===== src/hdl/owtr_pkg.sv =====
`default_nettype none

package owtr_pkg;

  localparam int BITS_PER_BYTE = 8;
  localparam int TICK_W        = 20;
  localparam int DUR_W         = 20;
  localparam int CNT_W         = TICK_W + 1;
  localparam int CMP_W         = (CNT_W > DUR_W) ? CNT_W : DUR_W;
  localparam int BIT_IDX_W     = $clog2(BITS_PER_BYTE);
  localparam int CFG_DATA_W    = 20;
  localparam int CFG_IDX_W     = 3;
  localparam int TEMP_W        = 16;

  localparam logic [CNT_W-1:0] TICK_MAX = CNT_W'((64'd1 << TICK_W) - 64'd1);

  // register reset values
  localparam logic [9:0]  RST_RESET_LOW   = 10'd600;
  localparam logic [7:0]  RST_PRES_WAIT   = 8'd60;
  localparam logic [7:0]  RST_RESET_RECOV = 8'd100;
  localparam logic [3:0]  RST_SLOT_START  = 4'd2;
  localparam logic [7:0]  RST_SLOT_DATA   = 8'd60;
  localparam logic [5:0]  RST_SLOT_RECOV  = 6'd10;
  localparam logic [19:0] RST_CONV_WAIT   = 20'd500000;

  typedef enum logic [CFG_IDX_W-1:0] {
    CFG_RESET_LOW   = 3'd0,
    CFG_PRES_WAIT   = 3'd1,
    CFG_RESET_RECOV = 3'd2,
    CFG_SLOT_START  = 3'd3,
    CFG_SLOT_DATA   = 3'd4,
    CFG_SLOT_RECOV  = 3'd5,
    CFG_CONV_WAIT   = 3'd6
  } cfg_reg_e;

  typedef enum logic [3:0] {
    PH_IDLE       = 4'd0,
    PH_RST_LOW    = 4'd1,
    PH_RST_WAIT   = 4'd2,
    PH_RST_SAMPLE = 4'd3,
    PH_RST_RECOV  = 4'd4,
    PH_SLOT_START = 4'd5,
    PH_WR_DATA    = 4'd6,
    PH_RD_SAMPLE  = 4'd7,
    PH_RD_WAIT    = 4'd8,
    PH_SLOT_RECOV = 4'd9,
    PH_CONV_WAIT  = 4'd10
  } phase_e;

  // byte steps of the sequence
  localparam logic [2:0] STEP_SKIP_A   = 3'd0;
  localparam logic [2:0] STEP_CONVERT  = 3'd1;
  localparam logic [2:0] STEP_SKIP_B   = 3'd2;
  localparam logic [2:0] STEP_READ_CMD = 3'd3;
  localparam logic [2:0] STEP_RD_LSB   = 3'd4;
  localparam logic [2:0] STEP_RD_MSB   = 3'd5;

  localparam logic [7:0] CMD_SKIP_ROM = 8'hCC;
  localparam logic [7:0] CMD_CONVERT  = 8'h44;
  localparam logic [7:0] CMD_READ_SP  = 8'hBE;

  typedef struct packed {
    logic [9:0]  reset_low;
    logic [7:0]  pres_wait;
    logic [7:0]  reset_recov;
    logic [3:0]  slot_start;
    logic [7:0]  slot_data;
    logic [5:0]  slot_recov;
    logic [19:0] conv_wait;
  } owtr_cfg_t;

  typedef struct packed {
    logic              dq_enable;
    logic              dq_level;
    logic              busy;
    logic              done;
    logic [TEMP_W-1:0] tenths;
    logic              presence;
  } owtr_res_t;

  function automatic logic [7:0] cmd_byte(input logic [2:0] step);
    logic [7:0] b;
    case (step)
      STEP_SKIP_A:   b = CMD_SKIP_ROM;
      STEP_CONVERT:  b = CMD_CONVERT;
      STEP_SKIP_B:   b = CMD_SKIP_ROM;
      STEP_READ_CMD: b = CMD_READ_SP;
      default:       b = 8'h00;
    endcase
    return b;
  endfunction

endpackage

`default_nettype wire


===== src/hdl/owtr_seq.sv =====
`default_nettype none

module owtr_seq import owtr_pkg::*; (
  input  wire logic       clk_i,
  input  wire logic       rst_ni,
  input  wire logic       step_i,
  input  wire logic       start_req_i,
  input  wire logic       dq_sample_i,
  input  wire owtr_cfg_t  cfg_i,
  output owtr_res_t       res_o
);

  phase_e                 phase_q, phase_d, eff_phase;
  logic [TICK_W-1:0]      tick_q, tick_d, eff_tick;
  logic [BIT_IDX_W-1:0]   bit_q, bit_d, eff_bit;
  logic [2:0]             byte_q, byte_d, eff_byte;
  logic [7:0]             shift_q, shift_d;
  logic [15:0]            raw_q, raw_d;
  logic [TEMP_W-1:0]      tenths_q, tenths_d;
  logic                   pres_q, pres_d;

  logic                   en, lvl, busy, done;
  logic [DUR_W-1:0]       dur;
  logic [CNT_W-1:0]       cnt;
  logic                   advance;
  logic [15:0]            raw_full;
  logic [19:0]            scaled;
  logic                   pres_now;

  // a start seen in idle opens the reset pulse on this same tick
  always_comb begin
    eff_phase = phase_q;
    eff_tick  = tick_q;
    eff_bit   = bit_q;
    eff_byte  = byte_q;
    if (phase_q == PH_IDLE && start_req_i) begin
      eff_phase = PH_RST_LOW;
      eff_tick  = '0;
      eff_bit   = '0;
      eff_byte  = STEP_SKIP_A;
    end
  end

  // bus drive and phase length
  always_comb begin
    en   = 1'b0;
    lvl  = 1'b1;
    busy = 1'b1;
    dur  = DUR_W'(1);
    case (eff_phase)
      PH_IDLE:       busy = 1'b0;
      PH_RST_LOW:    begin en = 1'b1; lvl = 1'b0; dur = DUR_W'(cfg_i.reset_low); end
      PH_RST_WAIT:   dur = DUR_W'(cfg_i.pres_wait);
      PH_RST_SAMPLE: dur = DUR_W'(1);
      PH_RST_RECOV:  begin en = 1'b1; dur = DUR_W'(cfg_i.reset_recov); end
      PH_SLOT_START: begin en = 1'b1; lvl = 1'b0; dur = DUR_W'(cfg_i.slot_start); end
      PH_WR_DATA:    begin en = 1'b1; lvl = shift_q[0]; dur = DUR_W'(cfg_i.slot_data); end
      PH_RD_SAMPLE:  dur = DUR_W'(1);
      PH_RD_WAIT:    dur = DUR_W'(cfg_i.slot_data);
      PH_SLOT_RECOV: begin en = 1'b1; dur = DUR_W'(cfg_i.slot_recov); end
      PH_CONV_WAIT:  begin en = 1'b1; dur = cfg_i.conv_wait; end
      default:       busy = 1'b0;
    endcase
  end

  // saturating tick count, hitting the ceiling also ends the phase
  always_comb begin
    cnt = CNT_W'(eff_tick) + CNT_W'(1);
    if (cnt > TICK_MAX) begin
      cnt = TICK_MAX;
    end
    advance = !(CMP_W'(cnt) < CMP_W'(dur)) || (cnt == TICK_MAX);
  end

  assign pres_now = ~dq_sample_i;
  assign raw_full = {shift_q, raw_q[7:0]};
  // raw * 10 + 8, then drop four bits
  assign scaled   = (20'(raw_full) << 3) + (20'(raw_full) << 1) + 20'd8;

  always_comb begin
    phase_d  = eff_phase;
    tick_d   = eff_tick;
    bit_d    = eff_bit;
    byte_d   = eff_byte;
    shift_d  = shift_q;
    raw_d    = raw_q;
    tenths_d = tenths_q;
    pres_d   = pres_q;
    done     = 1'b0;
    if (eff_phase != PH_IDLE) begin
      if (!advance) begin
        tick_d = cnt[TICK_W-1:0];
      end else begin
        tick_d = '0;
        case (eff_phase)
          PH_RST_LOW:    phase_d = PH_RST_WAIT;
          PH_RST_WAIT:   phase_d = PH_RST_SAMPLE;
          PH_RST_SAMPLE: begin
            pres_d  = (eff_byte == STEP_SKIP_A) ? pres_now : (pres_q & pres_now);
            phase_d = PH_RST_RECOV;
          end
          PH_RST_RECOV: begin
            shift_d = cmd_byte(eff_byte);
            bit_d   = '0;
            phase_d = PH_SLOT_START;
          end
          PH_SLOT_START: phase_d = (eff_byte >= STEP_RD_LSB) ? PH_RD_SAMPLE : PH_WR_DATA;
          PH_WR_DATA: begin
            shift_d = {1'b0, shift_q[7:1]};
            phase_d = PH_SLOT_RECOV;
          end
          PH_RD_SAMPLE: begin
            shift_d = {dq_sample_i, shift_q[7:1]};
            phase_d = PH_RD_WAIT;
          end
          PH_RD_WAIT: phase_d = PH_SLOT_RECOV;
          PH_SLOT_RECOV: begin
            if (eff_bit != BIT_IDX_W'(BITS_PER_BYTE - 1)) begin
              bit_d   = eff_bit + BIT_IDX_W'(1);
              phase_d = PH_SLOT_START;
            end else begin
              bit_d = '0;
              case (eff_byte)
                STEP_SKIP_A: begin
                  byte_d  = STEP_CONVERT;
                  shift_d = cmd_byte(STEP_CONVERT);
                  phase_d = PH_SLOT_START;
                end
                STEP_CONVERT: begin
                  byte_d  = STEP_SKIP_B;
                  phase_d = PH_CONV_WAIT;
                end
                STEP_SKIP_B: begin
                  byte_d  = STEP_READ_CMD;
                  shift_d = cmd_byte(STEP_READ_CMD);
                  phase_d = PH_SLOT_START;
                end
                STEP_READ_CMD: begin
                  byte_d  = STEP_RD_LSB;
                  shift_d = '0;
                  phase_d = PH_SLOT_START;
                end
                STEP_RD_LSB: begin
                  raw_d   = {raw_q[15:8], shift_q};
                  byte_d  = STEP_RD_MSB;
                  shift_d = '0;
                  phase_d = PH_SLOT_START;
                end
                STEP_RD_MSB: begin
                  raw_d    = raw_full;
                  tenths_d = scaled[19:4];
                  done     = 1'b1;
                  phase_d  = PH_IDLE;
                end
                default: phase_d = PH_IDLE;
              endcase
            end
          end
          PH_CONV_WAIT: phase_d = PH_RST_LOW;
          default:      phase_d = PH_IDLE;
        endcase
      end
    end
  end

  always_ff @(posedge clk_i or negedge rst_ni) begin
    if (!rst_ni) begin
      phase_q  <= PH_IDLE;
      tick_q   <= '0;
      bit_q    <= '0;
      byte_q   <= '0;
      shift_q  <= '0;
      raw_q    <= '0;
      tenths_q <= '0;
      pres_q   <= 1'b0;
    end else if (step_i) begin
      phase_q  <= phase_d;
      tick_q   <= tick_d;
      bit_q    <= bit_d;
      byte_q   <= byte_d;
      shift_q  <= shift_d;
      raw_q    <= raw_d;
      tenths_q <= tenths_d;
      pres_q   <= pres_d;
    end
  end

  assign res_o.dq_enable = en;
  assign res_o.dq_level  = lvl;
  assign res_o.busy      = busy;
  assign res_o.done      = done;
  assign res_o.tenths    = tenths_d;
  assign res_o.presence  = pres_d;

endmodule

`default_nettype wire


===== src/hdl/one_wire_temperature_reader.sv =====
// one-wire master that reads a temperature sensor, one bus tick per input word
//
// input channel (in_valid_i / in_ready_o): each word is one tick, carrying
//   start_req_i and the sampled bus level dq_sample_i
// output channel (out_valid_o / out_ready_i): one word per input word, with
//   the bus drive for that tick, busy/done flags, the temperature in tenths
//   of a degree and the presence flag
// config port: cfg_we_i writes cfg_wdata_i into the timing register selected
//   by cfg_index_i on the same edge; indexes past the last register are dropped
// result: an accepted word's output is registered on the accepting edge
// throughput: one word per cycle unless stalled; the sequencer step sits
//   between the state registers and a single output register, so in_ready_o
//   stays high while the output register is empty or being drained this cycle
// stall: when the receiver holds out_ready_i low with a word pending, the
//   output word holds and in_ready_o drops until it is taken
// reset: rst_ni low clears the sequencer to idle, the result and presence to
//   zero, empties the output register and loads the default timings
`default_nettype none

module one_wire_temperature_reader import owtr_pkg::*; (
  input  wire logic                  clk_i,
  input  wire logic                  rst_ni,
  input  wire logic                  in_valid_i,
  output logic                       in_ready_o,
  input  wire logic                  start_req_i,
  input  wire logic                  dq_sample_i,
  output logic                       out_valid_o,
  input  wire logic                  out_ready_i,
  output logic                       dq_enable_o,
  output logic                       dq_level_o,
  output logic                       busy_res_o,
  output logic                       done_res_o,
  output logic [TEMP_W-1:0]          temperature_tenths_o,
  output logic                       presence_ok_o,
  input  wire logic                  cfg_we_i,
  input  wire logic [CFG_IDX_W-1:0]  cfg_index_i,
  input  wire logic [CFG_DATA_W-1:0] cfg_wdata_i
);

  owtr_cfg_t cfg_q;
  owtr_res_t res;
  owtr_res_t out_q;
  logic      out_valid_q, out_valid_d;
  logic      accept;

  // timing registers
  always_ff @(posedge clk_i or negedge rst_ni) begin
    if (!rst_ni) begin
      cfg_q.reset_low   <= RST_RESET_LOW;
      cfg_q.pres_wait   <= RST_PRES_WAIT;
      cfg_q.reset_recov <= RST_RESET_RECOV;
      cfg_q.slot_start  <= RST_SLOT_START;
      cfg_q.slot_data   <= RST_SLOT_DATA;
      cfg_q.slot_recov  <= RST_SLOT_RECOV;
      cfg_q.conv_wait   <= RST_CONV_WAIT;
    end else if (cfg_we_i) begin
      case (cfg_index_i)
        CFG_RESET_LOW:   cfg_q.reset_low   <= cfg_wdata_i[9:0];
        CFG_PRES_WAIT:   cfg_q.pres_wait   <= cfg_wdata_i[7:0];
        CFG_RESET_RECOV: cfg_q.reset_recov <= cfg_wdata_i[7:0];
        CFG_SLOT_START:  cfg_q.slot_start  <= cfg_wdata_i[3:0];
        CFG_SLOT_DATA:   cfg_q.slot_data   <= cfg_wdata_i[7:0];
        CFG_SLOT_RECOV:  cfg_q.slot_recov  <= cfg_wdata_i[5:0];
        CFG_CONV_WAIT:   cfg_q.conv_wait   <= cfg_wdata_i[19:0];
        default: ;
      endcase
    end
  end

  // take a new tick whenever the output register is free or being drained
  assign in_ready_o = !out_valid_q || out_ready_i;
  assign accept     = in_valid_i && in_ready_o;

  // sequencer advances only on an accepted tick
  owtr_seq u_seq (
    .clk_i       (clk_i),
    .rst_ni      (rst_ni),
    .step_i      (accept),
    .start_req_i (start_req_i),
    .dq_sample_i (dq_sample_i),
    .cfg_i       (cfg_q),
    .res_o       (res)
  );

  always_comb begin
    out_valid_d = out_valid_q;
    if (accept) begin
      out_valid_d = 1'b1;
    end else if (out_ready_i) begin
      out_valid_d = 1'b0;
    end
  end

  always_ff @(posedge clk_i or negedge rst_ni) begin
    if (!rst_ni) begin
      out_valid_q <= 1'b0;
    end else begin
      out_valid_q <= out_valid_d;
    end
  end

  // result word, no reset needed
  always_ff @(posedge clk_i) begin
    if (accept) begin
      out_q <= res;
    end
  end

  assign out_valid_o          = out_valid_q;
  assign dq_enable_o          = out_q.dq_enable;
  assign dq_level_o           = out_q.dq_level;
  assign busy_res_o           = out_q.busy;
  assign done_res_o           = out_q.done;
  assign temperature_tenths_o = out_q.tenths;
  assign presence_ok_o        = out_q.presence;

endmodule

`default_nettype wire


===== config.mk =====
export PLATFORM = sky130hd
export DESIGN_NAME = one_wire_temperature_reader
export DESIGN_NICKNAME = d
export VERILOG_FILES = /design/src/hdl/owtr_pkg.sv /design/src/hdl/owtr_seq.sv /design/src/hdl/one_wire_temperature_reader.sv
export SDC_FILE = /design/constraint.sdc
export NUM_CORES = 1
export LEC_CHECK = 0
export ABC_AREA = 1
export ABC_CLOCK_PERIOD_IN_PS = 5200
export CAP_MARGIN = 40
export CORE_MARGIN = 4
export CORE_UTILIZATION = 64
export DETAILED_ROUTE_END_ITERATION = 6
export DONT_BUFFER_PORTS = 1
export PLACE_DENSITY = 0.8
export SYNTH_ARGS = -nofsm -noshare
export SYNTH_HDL_FRONTEND = slang
export SYNTH_HIERARCHICAL = 1
export SYNTH_SLANG_ARGS = --single-unit

===== constraint.sdc =====
create_clock -name clk_i -period 5.2 [get_ports clk_i]
set_input_delay 0.52 -clock clk_i [delete_from_list [all_inputs] [get_ports clk_i]]
set_output_delay 0.52 -clock clk_i [all_outputs]
set_load 0.05 [all_outputs]

==> results of run 1 <==
-- final cells by class --
class / instances / area (um2) / area share (%)
tap: 184 / 230 / 2.21
multi-input combinational: 1017 / 5180 / 49.7
clock inverter: 14 / 163 / 1.56
timing repair buffer: 18 / 188 / 1.80
inverter: 90 / 338 / 3.24
clock buffer: 18 / 450 / 4.32
sequential: 149 / 3870 / 37.1
-- path summary, 6_finish.rpt --
kind	from	endpoint	depth (start not counted)
setup reg to reg	u_seq/phase_q[3]	u_seq/tenths_q[15]	29
min in group clk_i	cfg_wdata_i[17]	cfg_q[17]	2
max in group asynchronous	rst_ni	u_seq/phase_q[1]	1
setup / recovery	u_seq/phase_q[3]	u_seq/tenths_q[15]	29
hold / removal	rst_ni	u_seq/tenths_q[6]	1
hold reg to reg	cfg_q[31]	cfg_q[31]	2
-- timing repair --
item / CTS / global route
hold endpoints to repair: 128 / 0
endpoints found under the setup margin: 0 / 77
hold buffers: 1 / 0
buffers inserted: 0 / 2
resized for setup: 0 / 6
-- state kept, by name, indices dropped and copies added (netlist names) --
signal and cells:
u_seq/pres_q 1, u_seq/tenths_q 16, done_res_o 1, u_seq/shift_q 8, u_seq/bit_q 3, dq_level_o 1
u_seq/phase_q 4, busy_res_o 1, temperature_tenths_o 16, u_seq/raw_q 8, dq_enable_o 1, presence_ok_o 1
out_valid_o 1, cfg_q 64, u_seq/tick_q 20, u_seq/byte_q 3
-- cells by family after synthesis --
logic type	Yosys count	share of synthesized area [%]
AND/OR/NAND/NOR	825	37.6
adder cells (fa/ha/maj)	51	6.66
buffers and inverters	147	7.08
flip-flops	149	39.9
AO/OA/AOI/OAI	131	7.92
XOR/XNOR	9	0.814
-- stage by stage --
step           area [um2]  total power, mW  utilization, %  std cells
3_5_place_dp         9700             3.97            66.0       1454
5_1_grt             10400             5.86            70.9       1490
3_3_place_gp         9700             3.92            66.0       1454
2_1_floorplan        9690             3.52               -       1312
6_report            10400             5.48            70.9       1490
4_1_cts             10300             5.29            70.4       1487
-- per-layer routing --
layer	global-route usage [%]	vias up
met4	11.8	0
met5	0	-
met2	48.5	349
met1	37.7	4117
li1	-	4305
met3	5.57	59
-- power groups by stage --
| stage | sequential [mW] | clock [mW] | combinational, mW |
|---|---|---|---|
| 5_1_grt | 1.77 | 1.35 | 2.73 |
| 3_5_place_dp | 1.75 | 0 | 2.22 |
| 6_report | 1.74 | 1.28 | 2.46 |
| 4_1_cts | 1.73 | 1.29 | 2.26 |
| 2_1_floorplan | 1.68 | 0 | 1.84 |
| 3_3_place_gp | 1.74 | 0 | 2.18 |
-- worst reg2reg max path, delay by kind of cell, from the launching register on --
kind	cells	cell delay (ns)
DFF	1	0.44
buffers and inverters	4	0.75
adders and majority gates	2	0.47
xor gates and xnor gates	1	0.21
AOI/OAI and AO/OA	6	0.90
and+or+nand+nor	16	1.90
-- cells in the final DEF (no fill, tap or decap), types with 4 or more instances in the layout --
| master | instances |
|---|---|
| a21oi_1 | 49 |
| buf_4 | 13 |
| nand3_2 | 17 |
| nor2_1 | 79 |
| nor2_2 | 5 |
| nand3b_1 | 4 |
| a211oi_1 | 6 |
| edfxtp_1 | 21 |
| inv_1 | 84 |
| a22oi_1 | 12 |
| dfstp_2 | 25 |
| nor3_1 | 5 |
| o21ai_0 | 42 |
| nand4_1 | 54 |
| clkbuf_16 | 18 |
| nand2_2 | 11 |
| xnor2_1 | 4 |
| nand3_1 | 102 |
| dfrtp_1 | 101 |
| ha_1 | 50 |
| inv_6 | 4 |
| xor2_1 | 5 |
| inv_2 | 4 |
| nor2_4 | 6 |
| nand2_1 | 526 |
==> results.toml, run 1 <==
[yosys]
synth_fp_nets = 1393
synth_area_leaders = "dfrtp_1 27%, nand2_1 20%, dfstp_2 6.8%"
synth_edf_count = 21
ys_ff_latch = 149
async_reset_ff_share_pct = 85.9
ys.flop_type = "dfrtp_1"
netlist_instances = 1312
avgSynthCellArea_um2 = 7.38
synth_area_leader_cell = "dfrtp_1"
synth.most_common_cell = "nand2_1"
ys_warn_count = 6
synth_seq_area_share_pct = 39.9
synth_area_um2 = 9690
ys_types = 51
yosysTopAreaCellShare_pct = 26.6
yosys-top-cells-count = "526 x nand2_1, 103 x dfrtp_1, 102 x nand3_1"

[floorplanning]
initial_core_util_pct = 65.9
io_pins = 53
rows = 44
die-area_um2 = 17200
die_h_um = 131
fp.dieW_um = 131
core_um2 = 14700

[power]
power_density_nw_per_um2 = 526
p_sw_mw = 2.47
ir_drop_mv = 0.419
intPower_mw = 3.01
power_frac_seq_pct = 31.8
power_frac_comb_pct = 44.8
p_clk_share_pct = 23.4
p_leak_nw = 5.37
switching_share_pct = 45.0

[placement]
hpwl_mm = 16.3
pre_cts_slack_ns = 0.427
gp_congestion = 0.994
io_buffers = 0

[routing]
met1_length_mm = 10.4
vias = 8830
drt_pass1_iterations = 7
dr_wl_met3_mm = 1.63
drt_iter0_drc = 816
highest_layer = "met4"
routedWlPerCell_um = 16.4
final_antenna_net_count = 0
route.met2.wl_mm = 11.7
viasPerCell = 5.93
drc = 2
routed_wirelength_mm = 24.5

[sta]
finalMaxSlewViolations = 0
setup_slack_ns = 0.436
setup_viol = 0
slew_headroom_pct = 48.9
final.setup_skew_ns = 0.00998
fmax_mhz = 210
tns_ns = 0
period_share_pct = 91.6
holdWs_ns = -0.0104
hold_viol = 1
worst_pin_slew_ns = 0.766
fin_crit_ns = 4.76

[worst_setup_path]
r2r_slack_ns = 0.44
criticalPathCategory = "flip-flop to flip-flop"
required_ns = 5.57
crit_path_top_delay_cell = "dfrtp_1"
cp_top_family = "simple AND/OR/NAND/NOR gates"
worstPathArrival_ns = 5.13
cp-start-kind = "flip-flop"
crit_top_cell = "nand2_1"
cp_slowest_stage_delay_ns = 0.44
endpoint_kind = "flip-flop"
path_buf_inv = 4
cp_max_fo = 23

[status]
status = "finished with violations"
violations = "design-rule violations, negative hold slack"

[cts]
cts_max_level = 4
cts-root-buf = "clkbuf_16"
cts_sinks = 149
clockBufferDepth = 2
clkLatencyLatePin_ns = 0.43
clk_pin_slew_ns = 0.06
cts_tree = "built"
cts_buffers = 17

[final_layout]
nNetsFinal = 1374
drive_gt1_share_pct = 10.2
fill_cells = 1186
antenna_cells = 0
area.growth.synth_to_final_pct = 7.53

[grt]
grt_pass1_wl_mm = 40.1
overflow = 0
grt_max_degree = 129
grt_pass1_vias = 8233
track_usage_pct = 29.2
grt_antenna_before_repair = 0

[hold_path]
hold_path_class = "input port to asynchronous set/reset pin"

[flow_run]
drv_cap = 0
Power figures use the tool's default switching activity.
==> run 2, diff against run 1 <==
- CORE_UTILIZATION: 64 -> 65
- CTS_BUF_LIST: not set -> sky130_fd_sc_hd__clkbuf_16
- PLACE_DENSITY: 0.8 -> 0.81
==> run 2 against run 1 <==
The flow now finishes without violations. Worst setup slack got worse by 0.014 ns. Via count grew 0.70%. Die area decreased by 1.4%. Combinational power decreased by 6%. Global-route usage about the same. Clock-buffer cell count fell by 1. Total power down 4.4%. Register-to-register slack is essentially flat. Routed wire length down 1.7%. Critical path type unchanged. Highest routed layer unchanged.
==> results.toml, run 2 (same netlist as run 1, synthesis figures left out) <==
[worst_setup_path]
path_buf_inv = 3
cp_num_cells = 26
setup.worst_path.start = "u_seq/phase_q[1]"
worstPathArrival_ns = 5.13
cp_top_family = "simple AND/OR/NAND/NOR gates"
r2r_start = "u_seq/phase_q[1]"
ff2ff_path_depth = 26
r2r_slack_ns = 0.42
criticalPathCategory = "flip-flop to flip-flop"
cp_max_fo = 34
crit_path_top_delay_cell = "dfrtp_1"
crit_top_cell = "nand2_1"
cp_slowest_stage_delay_ns = 0.47
crit_end = "u_seq/tenths_q[1]"
required_ns = 5.55
r2r-end = "u_seq/tenths_q[1]"
endpoint_kind = "flip-flop"
cp-start-kind = "flip-flop"

[final_layout]
seqCellArea_um2 = 3860
antenna_cells = 0
fill_cells = 1158
nNetsFinal = 1371
layout_common_cells = "526 x nand2_1, 103 x dfrtp_1, 102 x nand3_1"
final_common_cell = "nand2_1"
top_regs = "cfg_q (64), u_seq/tick_q (20)"
largest_reg_flops = 64
multi_input_area_um2 = 5170
drive_gt1_share_pct = 9.90
area.growth.synth_to_final_pct = 6.48
regMostFlops = "cfg_q"

[sta]
rsz0062_at_grt = "no"
setup_viol = 0
final.setup_skew_ns = 0.0147
hold_viol = 0
slew_headroom_pct = 50.5
holdWs_ns = 0.0927
finalMaxSlewViolations = 0
fin_crit_ns = 4.78
tns_ns = 0
fmax_mhz = 209
worst_pin_slew_ns = 0.741
period_share_pct = 91.9

[cts]
cts_tree = "built"
cts-root-buf = "clkbuf_16"
clkLatencyLatePin_ns = 0.43
clockBufferDepth = 2
clk_pin_slew_ns = 0.07
cts_max_level = 4
cts_buffers = 17
cts_setup_buffers = 0
cts_sinks = 149

[status]
status = "finished, final reports clean"

[floorplanning]
fp.dieW_um = 130
io_pins = 53
core_um2 = 14600
initial_core_util_pct = 66.4
rows = 44
die_h_um = 130
die-area_um2 = 16900

[routing]
final_antenna_net_count = 0
routed_wirelength_mm = 24.1
routedWlPerCell_um = 16.2
viasPerCell = 5.98
vias = 8892
drt_iter0_drc = 666
drt_pass1_iterations = 5
drc = 0

[placement]
gp_congestion = 0.961
hpwl_mm = 16.0
io_buffers = 0

[grt]
grt_pass1_wl_mm = 39.8
grt_antenna_before_repair = 0
grt_pass1_vias = 8296
grt_max_degree = 129
track_usage_pct = 29.2
overflow = 0

[power]
ir_drop_mv = 0.331
power_density_nw_per_um2 = 508
p_leak_nw = 5.32

[flow_run]
drv_cap = 0

[hold_path]
hold_path_class = "input port to asynchronous set/reset pin"
==> run 2: cell types whose count changed in the layout (fill, tap and decap cells not counted), sizes merged <==
cell	delta
buf	-2
bufinv	-2
clkbuf	-1
clkinv	-2
clkinvlp	+1
inv	+4
nand2	-1
==> run 2: worst register-to-register path, stage by stage (launching register included) <==
cell       delay, ns
dfrtp_1         0.47
nor2_2          0.08
nand3_4         0.16
buf_12          0.22
nand3_2         0.17
nor2_2          0.34
nand3_2         0.18
o21ai_1         0.21
nand2_1         0.07
nand3b_1        0.12
nor2_2          0.08
a21boi_2        0.25
buf_4           0.21
nand2_1         0.13
ha_1            0.23
a21oi_1         0.13
nor2_1          0.05
a211oi_1        0.19
a21oi_1         0.09
nor2_1          0.10
o2111ai_1       0.19
a21oi_4         0.27
buf_6           0.36
nand3_1         0.14
nand2_1         0.12
nand2_1         0.05
nand2_1         0.08
==> run 2: worst min path at each step <==
stage	from	end	slack, ns	depth (start not counted)
3_3_place_gp	rst_ni	u_seq/tenths_q[5]	0.23	0
2_1_floorplan	rst_ni	cfg_q[0]	0.22	0
4_1_cts	rst_ni	u_seq/raw_q[0]	0.10	1
6_report	rst_ni	u_seq/shift_q[2]	0.09	1
5_1_grt	rst_ni	u_seq/tick_q[3]	0.11	1
3_5_place_dp	rst_ni	out_valid_o	0.23	0
==> run 2: cell type report <==
class | instances | share of cell area, %
clock inverter | 15 | 1.29
tap | 184 | 2.23
sequential | 149 | 37.5
timing repair buffer | 16 | 1.52
multi-input combinational | 1016 | 50.1
inverter | 90 | 3.27
clock buffer | 17 | 4.12
==> run 2: power breakdown <==
group	internal [mW]	switching (mW)
clock network	0.631	0.543
registers	1.45	0.288
logic	0.724	1.60
==> run 2: stage by stage <==
stage / cells / power [mW] / instance area, um2 / utilization, % / worst slack, ns
after floorplan: 1312 / 3.52 / 9690 / - / 0.882
after global placement: 1454 / 3.91 / 9710 / 66.6 / 0.489
after detailed placement: 1454 / 3.97 / 9710 / 66.6 / 0.409
after CTS: 1487 / 5.18 / 10300 / 70.6 / 0.358
after global routing: 1487 / 5.59 / 10300 / 70.7 / 0.0370
final: 1487 / 5.24 / 10300 / 70.7 / 0.422
==> run 2: per-layer routing <==
layer | vias up | GRT usage, % | wire (um)
li1 | 4293 | - | -
met1 | 4195 | 38.6 | 10200
met5 | - | 0 | 0
met2 | 350 | 47.3 | 11600
met3 | 54 | 5.69 | 1560
met4 | 0 | 11.9 | 684
==> run 2: repair_timing <==
| item | CTS | global route |
|---|---|---|
| hold endpoints to repair | 128 | 0 |
| hold buffers | 1 | 0 |
| setup endpoints to repair | 0 | 67 |
| gates resized for setup | 0 | 3 |
